--- config.mk ---
export PLATFORM = sky130hd
export DESIGN_NAME = escaped_api_tx_frame_builder_core
export DESIGN_NICKNAME = d
export VERILOG_FILES = /design/src/rtl/core/etfb_pkg.sv /design/src/rtl/core/etfb_front.sv /design/src/rtl/core/etfb_queue.sv /design/src/rtl/core/etfb_back.sv /design/src/rtl/core/escaped_api_tx_frame_builder_core.sv
export SDC_FILE = /design/constraint.sdc
export NUM_CORES = 1
export LEC_CHECK = 0
export ABC_AREA = 1
export BUFFER_PORTS_ARGS = -buffer_cell sky130_fd_sc_hd__buf_2
export CORE_MARGIN = 8
export CORE_UTILIZATION = 55
export CTS_CLUSTER_DIAMETER = 100
export DETAILED_ROUTE_END_ITERATION = 8
export GPL_ROUTABILITY_DRIVEN = 0
export GPL_TIMING_DRIVEN = 0
export PLACE_DENSITY = 0.76
export SYNTH_ARGS = -nofsm -noshare
export SYNTH_HDL_FRONTEND = slang
export SYNTH_SLANG_ARGS = --single-unit
--- constraint.sdc ---
create_clock -name clk -period 5.7 [get_ports clk]
set_clock_uncertainty 0.15 [all_clocks]
set_input_delay 0.285 -clock clk [delete_from_list [all_inputs] [get_ports clk]]
set_output_delay 0.285 -clock clk [all_outputs]
set_load 0.01 [all_outputs]
--- src/rtl/core/etfb_pkg.sv ---
`default_nettype none
package etfb_pkg;

  localparam logic [7:0] START_DELIM = 8'h7E;
  localparam logic [7:0] ESC_BYTE    = 8'h7D;
  localparam logic [7:0] XON_BYTE    = 8'h11;
  localparam logic [7:0] XOFF_BYTE   = 8'h13;
  localparam logic [7:0] ESC_XOR     = 8'h20;
  localparam logic [7:0] TYPE_TX     = 8'h10;
  localparam logic [7:0] FRAME_ID    = 8'h01;
  localparam logic [7:0] RSV_HI      = 8'hFF;
  localparam logic [7:0] RSV_LO      = 8'hFE;
  localparam logic [7:0] RADIUS      = 8'h00;
  localparam logic [15:0] HDR_EXTRA  = 16'd14;

  localparam logic CMD_START = 1'b0;
  localparam logic CMD_DATA  = 1'b1;

  localparam logic [1:0] KIND_START = 2'd0;
  localparam logic [1:0] KIND_DATA  = 2'd1;
  localparam logic [1:0] KIND_ERR   = 2'd2;

  localparam logic [4:0] POS_HDR_LAST = 5'd16;
  localparam logic [4:0] POS_CS_START = 5'd17;
  localparam logic [4:0] POS_CS_DATA  = 5'd1;

  typedef struct packed {
    logic [1:0]  kind;
    logic        err;
    logic        close;
    logic [63:0] dest;
    logic [7:0]  opts;
    logic [15:0] lenf;
    logic [7:0]  data;
    logic [7:0]  csum;
  } entry_t;

  function automatic logic needs_esc(input logic [7:0] b);
    needs_esc = (b == START_DELIM) || (b == ESC_BYTE) || (b == XON_BYTE) ||
                (b == XOFF_BYTE);
  endfunction

endpackage
`default_nettype wire

--- src/rtl/core/etfb_front.sv ---
`default_nettype none
module etfb_front (
  input  wire logic            clk,
  input  wire logic            rst,
  input  wire logic            in_valid,
  output logic                 in_stall,
  input  wire logic            command,
  input  wire logic [63:0]     dest_address,
  input  wire logic [7:0]      tx_options,
  input  wire logic [15:0]     payload_length,
  input  wire logic [7:0]      data_byte,
  output logic                 push,
  output etfb_pkg::entry_t     push_entry,
  input  wire logic            q_full
);
  import etfb_pkg::*;

  logic        frame_open, frame_open_next;
  logic [15:0] bytes_remaining, bytes_remaining_next;
  logic [7:0]  running_sum, running_sum_next;
  logic [7:0]  hdr_sum;
  logic [7:0]  data_sum;
  logic [15:0] rem_dec;

  assign in_stall = q_full;
  assign push     = in_valid && !q_full;
  assign data_sum = running_sum + data_byte;
  assign rem_dec  = bytes_remaining - 16'd1;

  always_comb begin
    hdr_sum = TYPE_TX + FRAME_ID + RSV_HI + RSV_LO + RADIUS + tx_options;
    for (int k = 0; k < 8; k++) begin
      hdr_sum = hdr_sum + dest_address[8*k +: 8];
    end
  end

  always_comb begin
    frame_open_next      = frame_open;
    bytes_remaining_next = bytes_remaining;
    running_sum_next     = running_sum;
    push_entry.kind  = KIND_ERR;
    push_entry.err   = 1'b1;
    push_entry.close = 1'b0;
    push_entry.dest  = dest_address;
    push_entry.opts  = tx_options;
    push_entry.lenf  = payload_length + HDR_EXTRA;
    push_entry.data  = data_byte;
    push_entry.csum  = ~hdr_sum;
    if (command == CMD_START) begin
      push_entry.kind = KIND_START;
      push_entry.err  = frame_open;
      if (payload_length == 16'd0) begin
        push_entry.close     = 1'b1;
        frame_open_next      = 1'b0;
        bytes_remaining_next = 16'd0;
        running_sum_next     = 8'd0;
      end else begin
        frame_open_next      = 1'b1;
        bytes_remaining_next = payload_length;
        running_sum_next     = hdr_sum;
      end
    end else if (frame_open) begin
      push_entry.kind = KIND_DATA;
      push_entry.err  = 1'b0;
      push_entry.csum = ~data_sum;
      if (rem_dec == 16'd0) begin
        push_entry.close     = 1'b1;
        frame_open_next      = 1'b0;
        bytes_remaining_next = 16'd0;
        running_sum_next     = 8'd0;
      end else begin
        bytes_remaining_next = rem_dec;
        running_sum_next     = data_sum;
      end
    end
  end

  always_ff @(posedge clk) begin
    if (rst) begin
      frame_open      <= 1'b0;
      bytes_remaining <= 16'd0;
      running_sum     <= 8'd0;
    end else if (push) begin
      frame_open      <= frame_open_next;
      bytes_remaining <= bytes_remaining_next;
      running_sum     <= running_sum_next;
    end
  end

endmodule
`default_nettype wire

--- src/rtl/core/etfb_queue.sv ---
`default_nettype none
module etfb_queue (
  input  wire logic             clk,
  input  wire logic             rst,
  input  wire logic             push,
  input  wire etfb_pkg::entry_t push_entry,
  output logic                  full,
  input  wire logic             pop,
  output logic                  head_valid,
  output etfb_pkg::entry_t      head_entry
);
  import etfb_pkg::*;

  entry_t     mem [2];
  logic       wr_ptr;
  logic       rd_ptr;
  logic [1:0] count;

  assign full       = (count == 2'd2);
  assign head_valid = (count != 2'd0);
  assign head_entry = mem[rd_ptr];

  always_ff @(posedge clk) begin
    if (push) begin
      mem[wr_ptr] <= push_entry;
    end
  end

  always_ff @(posedge clk) begin
    if (rst) begin
      wr_ptr <= 1'b0;
      rd_ptr <= 1'b0;
      count  <= 2'd0;
    end else begin
      if (push) begin
        wr_ptr <= !wr_ptr;
      end
      if (pop) begin
        rd_ptr <= !rd_ptr;
      end
      if (push && !pop) begin
        count <= count + 2'd1;
      end else if (pop && !push) begin
        count <= count - 2'd1;
      end
    end
  end

endmodule
`default_nettype wire

--- src/rtl/core/etfb_back.sv ---
`default_nettype none
module etfb_back (
  input  wire logic             clk,
  input  wire logic             rst,
  input  wire logic             head_valid,
  input  wire etfb_pkg::entry_t head_entry,
  output logic                  pop,
  output logic                  out_valid,
  input  wire logic             out_stall,
  output logic [7:0]            out_byte,
  output logic                  last_of_run,
  output logic                  frame_done,
  output logic                  sequence_error
);
  import etfb_pkg::*;

  logic [4:0] idx;
  logic       esc_phase;
  logic       adv;
  logic [7:0] raw;
  logic       is_cs;
  logic       is_delim;
  logic       last_pos;
  logic       do_esc;
  logic       pos_done;
  logic [7:0] byte_next;

  assign adv = head_valid && (!out_valid || !out_stall);

  always_comb begin
    raw      = head_entry.csum;
    is_cs    = 1'b0;
    is_delim = 1'b0;
    last_pos = 1'b1;
    case (head_entry.kind)
      KIND_START: begin
        last_pos = (idx == POS_CS_START) ||
                   (idx == POS_HDR_LAST && !head_entry.close);
        is_cs    = (idx == POS_CS_START);
        case (idx)
          5'd0:    begin
            raw      = START_DELIM;
            is_delim = 1'b1;
          end
          5'd1:    raw = head_entry.lenf[15:8];
          5'd2:    raw = head_entry.lenf[7:0];
          5'd3:    raw = TYPE_TX;
          5'd4:    raw = FRAME_ID;
          5'd5:    raw = head_entry.dest[63:56];
          5'd6:    raw = head_entry.dest[55:48];
          5'd7:    raw = head_entry.dest[47:40];
          5'd8:    raw = head_entry.dest[39:32];
          5'd9:    raw = head_entry.dest[31:24];
          5'd10:   raw = head_entry.dest[23:16];
          5'd11:   raw = head_entry.dest[15:8];
          5'd12:   raw = head_entry.dest[7:0];
          5'd13:   raw = RSV_HI;
          5'd14:   raw = RSV_LO;
          5'd15:   raw = RADIUS;
          5'd16:   raw = head_entry.opts;
          default: raw = head_entry.csum;
        endcase
      end
      KIND_DATA: begin
        is_cs    = (idx == POS_CS_DATA);
        last_pos = is_cs || !head_entry.close;
        raw      = is_cs ? head_entry.csum : head_entry.data;
      end
      default: begin
        raw      = 8'd0;
        is_delim = 1'b1;
      end
    endcase
  end

  assign do_esc    = needs_esc(raw) && !is_delim && !esc_phase;
  assign pos_done  = !do_esc;
  assign byte_next = do_esc ? ESC_BYTE : (esc_phase ? (raw ^ ESC_XOR) : raw);
  assign pop       = adv && pos_done && last_pos;

  always_ff @(posedge clk) begin
    if (rst) begin
      idx       <= 5'd0;
      esc_phase <= 1'b0;
      out_valid <= 1'b0;
    end else begin
      if (adv) begin
        out_valid <= 1'b1;
        if (pop) begin
          idx       <= 5'd0;
          esc_phase <= 1'b0;
        end else if (pos_done) begin
          idx       <= idx + 5'd1;
          esc_phase <= 1'b0;
        end else begin
          esc_phase <= 1'b1;
        end
      end else if (!out_stall) begin
        out_valid <= 1'b0;
      end
    end
  end

  always_ff @(posedge clk) begin
    if (adv) begin
      out_byte       <= byte_next;
      last_of_run    <= pos_done && last_pos;
      frame_done     <= pos_done && is_cs;
      sequence_error <= head_entry.err;
    end
  end

endmodule
`default_nettype wire

--- src/rtl/core/escaped_api_tx_frame_builder_core.sv ---
`default_nettype none
// An accepted item is written to the queue; the byte sequencer then registers its
// wire bytes at the output, one wire byte per cycle while out_stall is low. A data
// item gives 1 byte (2 if escaped, 2-4 if it closes the frame), a start item 17-35.
// A 2-word queue lets the input side run ahead while the output side stalls.
// Reset (rst, synchronous): no frame open, queue empty, no output pending.
module escaped_api_tx_frame_builder_core (
  input  wire logic        clk,
  input  wire logic        rst,
  input  wire logic        in_valid,
  output logic             in_stall,
  input  wire logic        command,
  input  wire logic [63:0] dest_address,
  input  wire logic [7:0]  tx_options,
  input  wire logic [15:0] payload_length,
  input  wire logic [7:0]  data_byte,
  output logic             out_valid,
  input  wire logic        out_stall,
  output logic [7:0]       out_byte,
  output logic             last_of_run,
  output logic             frame_done,
  output logic             sequence_error
);
  import etfb_pkg::*;

  logic   push;
  entry_t push_entry;
  logic   q_full;
  logic   pop;
  logic   head_valid;
  entry_t head_entry;

  etfb_front u_front (
    .clk            (clk),
    .rst            (rst),
    .in_valid       (in_valid),
    .in_stall       (in_stall),
    .command        (command),
    .dest_address   (dest_address),
    .tx_options     (tx_options),
    .payload_length (payload_length),
    .data_byte      (data_byte),
    .push           (push),
    .push_entry     (push_entry),
    .q_full         (q_full)
  );

  etfb_queue u_queue (
    .clk        (clk),
    .rst        (rst),
    .push       (push),
    .push_entry (push_entry),
    .full       (q_full),
    .pop        (pop),
    .head_valid (head_valid),
    .head_entry (head_entry)
  );

  etfb_back u_back (
    .clk            (clk),
    .rst            (rst),
    .head_valid     (head_valid),
    .head_entry     (head_entry),
    .pop            (pop),
    .out_valid      (out_valid),
    .out_stall      (out_stall),
    .out_byte       (out_byte),
    .last_of_run    (last_of_run),
    .frame_done     (frame_done),
    .sequence_error (sequence_error)
  );

endmodule
`default_nettype wire
==> results of run 1 <==
[final cells by class]
| class | count | share of cell area, % |
|---|---|---|
| Timing Repair Buffer | 218 | 10.17 |
| Inverter | 144 | 3.245 |
| Tap cell | 330 | 2.467 |
| Multi-Input combinational cell | 947 | 32.26 |
| Sequential cell | 264 | 45.16 |
| Buffer | 41 | 1.398 |
| Clock inverter | 16 | 0.8150 |
| Clock buffer | 36 | 4.486 |
[cell usage in the layout, fill, tap and decap left out, drive strengths merged]
| master | instances |
|---|---|
| nand2 | 506 |
| edfxtp | 227 |
| buf | 147 |
| inv | 141 |
| dlygate4sd3 | 98 |
| nor2 | 86 |
| nand3 | 51 |
| clkbuf | 50 |
| a21oi | 48 |
| fa | 45 |
| o21ai | 41 |
| xor2 | 39 |
| dfxtp | 37 |
| ha | 32 |
| nand4 | 21 |
| xnor2 | 15 |
| clkinv | 13 |
| nor3 | 12 |
| a221oi | 11 |
| mux2i | 7 |
| a31oi | 7 |
| nor4 | 5 |
| o211ai | 5 |
| clkinvlp | 5 |
| o21bai | 2 |
| or2 | 2 |
| a21o | 2 |
| o21a | 2 |
| o21ba | 2 |
| a21boi | 1 |
| a311oi | 1 |
| nor3b | 1 |
| o22ai | 1 |
| nand3b | 1 |
| a211oi | 1 |
| bufinv | 1 |
[where the power goes]
group          total, mW  leakage [nW]  switching (mW)  internal, mW
Clock               1.75         0.416           0.774         0.980
Sequential          2.76          2.43           0.122          2.64
Combinational       3.54          4.40            2.38          1.16
Total               8.06          7.25            3.27          4.78
[metrics by stage]
stage          setup WS, ns  total power [mW]  utilization [%]  cells
2_1_floorplan         1.095             4.998                -   1396
3_3_place_gp       -0.08967             6.042            59.24   1839
3_5_place_dp         0.6536             6.158            59.90   1846
4_1_cts              0.5642             8.014            67.43   1996
5_1_grt              0.2952             8.519            67.43   1996
6_report             0.4489             8.059            67.43   1996
[cells by family after synthesis]
kind of cell | after synthesis
flip-flops | 264
AND/OR/NAND/NOR | 685
XOR/XNOR | 54
buffers and inverters | 185
adder cells (fa/ha/maj) | 77
AO/OA/AOI/OAI | 124
multiplexers | 7
[registers in the layout (all words and copies together) (netlist names), named ones only]
register,flops
u_queue.wr_ptr,1
u_front.running_sum,8
u_queue.rd_ptr,1
u_queue.count,2
u_back.out_byte,8
u_back.idx,5
u_front.frame_open,1
u_back.sequence_error,1
u_front.bytes_remaining,16
u_back.out_valid,1
u_queue.mem,216
u_back.frame_done,1
u_back.esc_phase,1
u_back.last_of_run,1
[routing by layer]
metal  track usage [%]  vias up  part of all wire, %
li1                  -     5096                    -
met1             31.54     5177                   38
met2             41.42      592                   47
met3             4.535      130                  9.0
met4             12.29        0                  5.2
met5                 0        -                    0
[critical path, stage by stage]
cell           delay [ns]
dlygate4sd3_1        0.54
buf_2                0.15
fa_1                 0.54
inv_1                0.08
fa_1                 0.50
fa_1                 0.54
fa_1                 0.54
fa_1                 0.53
inv_1                0.07
ha_1                 0.20
a21o_1               0.17
a31oi_1              0.26
inv_1                0.08
a21oi_1              0.13
o21bai_1             0.09
xnor2_1              0.23
or2_2                0.20
nand2_1              0.06
nand2_1              0.06
o21ai_0              0.11
[final timing paths]
kind / from / end / slack [ns] / cells past startpoint
worst max-delay path: dest_address[19] / u_queue.mem[0][7]$_DFFE_PP_ / 0.45 / 20
worst min-delay path: payload_length[7] / u_queue.mem[1][23]$_DFFE_PP_ / 0.12 / 3
worst max register to register: u_back.idx[0]$_SDFFE_PP0P_ / u_queue.count[1]$_SDFFE_PP0P_ / 1.71 / 20
worst min register to register: u_back.out_valid$_SDFFE_PP0P_ / u_back.out_valid$_SDFFE_PP0P_ / 0.34 / 2
[repair_timing]
item | CTS | global route
gates resized for setup | 0 | 0
hold buffers | 98 | 0
endpoints found under the hold margin | 194 | 0
==> reports/results.ini, run 1 <==
[status]
status=completed

[synthesis]
synth_adder_area_share_pct=9.486
synthMuxAreaShare_pct=0.5108
yosysMostFrequentCell=nand2_1
synth_edf_count=227
avgSynthCellArea_sq_um=9.827
synth-seq-area-share_pct=55.09
syn_nets=1574
synth_area_sq_um=13720
synth_xor_area_share_pct=3.448
synth_common_cells=nand2_1 (498), edfxtp_1 (227), inv_1 (132), nor2_1 (75), nand3_1 (50)
synthTopCellsByArea=edfxtp_1 (50%), nand2_1 (14%), fa_1 (6.6%)
synth-compound-area-share_pct=5.317
ys_seq_elements=264
yosys_warnings=0
yosysTopAreaCell=edfxtp_1
synthSimpleGateAreaFrac_pct=20.49
syn_inst=1396
synthDistinctLibCells=45
async_flop_share_pct=0
synth_top_area_share_pct=49.69
synthFlopType=edfxtp_1
synth_top_family_by_area=simple AND/OR/NAND/NOR gates

[floorplan]
dieWidth_um=173.9
dieArea_sq_um=30250
io_pins=114
fp-row-count=58
initial_core_util_pct=55.27
floorplan.die.height_um=173.9
fp.coreArea_sq_um=24820

[cells_and_area]
nNetsFinal=1822
antenna_cells=0
multi_input_area_sq_um=5399
syn_to_final_growth_pct=21.99
design_area_sq_um=16730
drive_gt1_share_pct=13.57
num-fill-cells=1860
seq_area_sq_um=7557

[worst_setup_path]
crit_path_start_kind=input pin
worstPathMaxFanout=3
crit_type=in -> reg
critPathRequiredTime_ns=5.83
crit_arrival_ns=5.38
crit_path_end_kind=flop

[grt]
track_usage_pct=25.09
grt_pass1_wl_um=59600
grt_overflow_total=0
grt_start_max_net_pins=32
grt_pass1_vias=11090
grt_antenna_before_repair=0

[placement]
dpl.hpwl_um=26540
dpl-instance-area_sq_um=14870
port_buffers=113

[clocking]
root_buffer=clkbuf_16
cts.sinks=264
htree_levels=1
insertion_delay_ns=0.57
clk_pin_slew_ns=0.06
post-cts-setup-buffer-count=0
ctsLongestPathBuffers=3
cts_tree=yes
cts_made_buffers=28

[timing]
maxSlewViolCount=0
worst_hold_slack_ns=0.1189
setup_viol=0
fmax_mhz=190.4
layout_min_cycle_time_ns=5.251
relSlewSlack_pct=13.74
tns_ns=0
rsz0062_at_grt=no
hold_viol=0
final.period_utilization_pct=92.12
worst_slew_pin_slew_ns=1.289

[drt]
drc=0
avgViaCountPerCell=5.509
via_count=11000
drt_wl_total_um=38500
first_pass_iters=5
ant_nets=0
wl_per_cell_um=19.29
drt_iter0_markers=1092

[job]
drv_cap=0

[power]
p_per_area_nw_per_um2=481.5
peakVddDrop_mv=0.3862
leakagePower_nw=7.246

[hold_path]
hold_path_class=in -> reg

No activity file was read; power rests on OpenSTA's default activity.
==> run 2: changes to the inputs <==
--- a/config.mk
+++ b/config.mk
@@ -5,15 +5,14 @@
 export SDC_FILE = /design/constraint.sdc
 export NUM_CORES = 1
 export LEC_CHECK = 0
-export ABC_AREA = 1
 export BUFFER_PORTS_ARGS = -buffer_cell sky130_fd_sc_hd__buf_2
 export CORE_MARGIN = 8
-export CORE_UTILIZATION = 55
+export CORE_UTILIZATION = 54
 export CTS_CLUSTER_DIAMETER = 100
 export DETAILED_ROUTE_END_ITERATION = 8
 export GPL_ROUTABILITY_DRIVEN = 0
 export GPL_TIMING_DRIVEN = 0
-export PLACE_DENSITY = 0.76
+export PLACE_DENSITY = 0.73
 export SYNTH_ARGS = -nofsm -noshare
 export SYNTH_HDL_FRONTEND = slang
 export SYNTH_SLANG_ARGS = --single-unit
==> reports/results.ini, run 2 <==
[power]
sw_frac_of_total_pct=36.25
pwr-share-seq_pct=34.9
p_per_area_nw_per_um2=479.3
peakVddDrop_mv=0.3229
internal_power_mw=5.032
clock_power_share_pct=23.8
p_switching_mw=2.862
finalPower_mw=7.894
leakagePower_nw=6.197
p_comb_share_pct=41.3

[cells_and_area]
design_area_sq_um=16470
mostFrequentLayoutCell=edfxtp_1
syn_to_final_growth_pct=22.13
final_cells=1619
seq_area_sq_um=7557
antenna_cells=0
multi_input_area_sq_um=5376
num-fill-cells=1839
nNetsFinal=1445
most-common-layout-cells=edfxtp_1 (227), buf_2 (132), mux2i_1 (103), dlygate4sd3_1 (87), inv_1 (81)
top_register=u_queue.mem
largest_register_ffs=216
largestRegisters=u_queue.mem (216), u_front.bytes_remaining (16)
drive_gt1_share_pct=18.08

[timing]
worst_slew_pin_slew_ns=0.9085
rsz0062_at_grt=no
relSlewSlack_pct=38.87
hold_viol=0
layout_min_cycle_time_ns=5.164
fmax_mhz=193.6
setup_viol=0
final.period_utilization_pct=90.60
maxSlewViolCount=0
setup_ws_ns=0.5357
tns_ns=0

[worst_setup_path]
r2r_start=u_back.idx[0]$_SDFFE_PP0P_
critPathRequiredTime_ns=6.04
slowest_stage=fa_1
reg2reg_to=u_queue.count[1]$_SDFFE_PP0P_
worstPathMaxFanout=3
cpMostUsedCell=fa_1
reg2reg_slack_ns=0.91
crit_path_start_kind=input pin
crit_path_end_kind=flop
crit_chain=dlygate4sd3_1, buf_2, fa_1, inv_1, fa_1, fa_1, fa_1, fa_1, inv_1, ha_1, a21o_1, a21oi_1, o21bai_1, a21oi_1, xor2_1, nand2_1, o211ai_1, o211a_1
crit_type=in -> reg
cp_top_family=adder cells
critPathBufInv=4
cp_slowest_stage_delay_ns=0.57
rr_worst_depth=15
crit_arrival_ns=5.50

[placement]
port_buffers=112
placedCellCount=1480
dpl.hpwl_um=25860
pre_cts_ws_ns=0.5811
dpl-instance-area_sq_um=14640

[synthesis]
syn_nets=1209
synth_area_sq_um=13480
synthTopCellsByArea=edfxtp_1 (51%), mux2i_1 (7.6%), fa_1 (6.7%)
yosys_warnings=0
synthDistinctLibCells=84
synth_edf_count=227
yosysMostFrequentCell=edfxtp_1
avgSynthCellArea_sq_um=13.08
ys_seq_elements=264
synth_top_area_share_pct=50.55
synth-seq-area-share_pct=56.05
yosysTopAreaCell=edfxtp_1
synth_common_cells=edfxtp_1 (227), mux2i_1 (103), inv_1 (81), nor2_1 (74), nand2_1 (46)
syn_inst=1031
async_flop_share_pct=0
synthFlopType=edfxtp_1

[clocking]
cts-resized-gates=0
clk_pin_slew_ns=0.06
hold_buffers=87
htree_levels=1
cts_made_buffers=28
root_buffer=clkbuf_16
post-cts-setup-buffer-count=0
cts.sinks=264
insertion_delay_ns=0.55
cts_tree=yes
ctsLongestPathBuffers=3

[floorplan]
dieArea_sq_um=30280
floorplan.die.height_um=174.0
dieWidth_um=174.0
fp-row-count=58
initial_core_util_pct=54.33
fp.coreArea_sq_um=24820
io_pins=114

[hold_path]
holdCritStartpoint=payload_length[7]
hold_depth=2
min_to=u_queue.mem[0][23]$_DFFE_PP_
hold_path_class=in -> reg

[drt]
drt_wl_total_um=36500
wl_per_cell_um=22.54
drt_iter0_markers=1041
ant_nets=0
via_count=9481
drc=0
avgViaCountPerCell=5.856
first_pass_iters=7

[grt]
grt_overflow_total=0
grt_pass1_vias=9747
grt_pass1_wl_um=55680
track_usage_pct=23.72
grt_antenna_before_repair=0
grt_start_max_net_pins=33

[status]
status=completed

[job]
drv_cap=0

==> run 2: logic make-up after synthesis <==
logic type | synth area share, %
compound gates | 8.917
xor+xnor | 3.248
fa+ha+maj | 9.650
buf+inv | 4.194
flops | 56.05
mux | 9.372
simple gates | 8.574
==> run 2: through the flow <==
step	hold slack, ns	util, %
2_1_floorplan	0.2339	-
3_3_place_gp	0.3020	58.27
3_5_place_dp	0.3159	58.97
4_1_cts	0.03429	66.35
5_1_grt	0.05450	66.35
6_report	0.05032	66.35
==> run 2: power groups by stage <==
| stage | combinational, mW | clock [mW] | sequential [mW] |
|---|---|---|---|
| floorplan | 2.13 | 0 | 2.79 |
| global placement | 3.05 | 0 | 2.80 |
| detailed placement | 3.16 | 0 | 2.79 |
| CTS | 3.24 | 1.89 | 2.75 |
| global route | 3.52 | 1.96 | 2.78 |
| finish | 3.26 | 1.88 | 2.75 |
==> run 2: routing by layer <==
| layer | vias up | track usage, % | part of all wire [%] |
|---|---|---|---|
| met5 | - | 0 | 0 |
| met4 | 0 | 8.514 | 3.2 |
| met3 | 81 | 4.448 | 8.2 |
| met2 | 430 | 40.01 | 49 |
| met1 | 4670 | 30.17 | 39 |
| li1 | 4300 | - | - |
==> run 2: layout make-up <==
class                           count  area share, %
Sequential cell                   264          45.89
Timing Repair Buffer              206          9.679
Multi-Input combinational cell    635          32.65
Inverter                           82          1.869
Clock buffer                       36          4.809
Buffer                             50          1.565
Tap cell                          330          2.507
Clock inverter                     16          1.033
==> run 2: how the worst max path moves through the flow <==
| stage | startpoint | to | slack, ns | cells after the start |
|---|---|---|---|---|
| after floorplan | dest_address[18] | u_front.running_sum[6]$_SDFFE_PP0P_ | 1.16 | 17 |
| after global placement | u_queue.count[0]$_SDFFE_PP0P_ | u_queue.mem[0][50]$_DFFE_PP_ | 0.03 | 3 |
| after detailed placement | dest_address[19] | u_front.running_sum[7]$_SDFFE_PP0P_ | 0.58 | 17 |
| after CTS | dest_address[19] | u_front.running_sum[7]$_SDFFE_PP0P_ | 0.53 | 18 |
| after global routing | dest_address[19] | u_front.running_sum[7]$_SDFFE_PP0P_ | 0.33 | 18 |
| final | dest_address[19] | u_front.running_sum[7]$_SDFFE_PP0P_ | 0.54 | 18 |
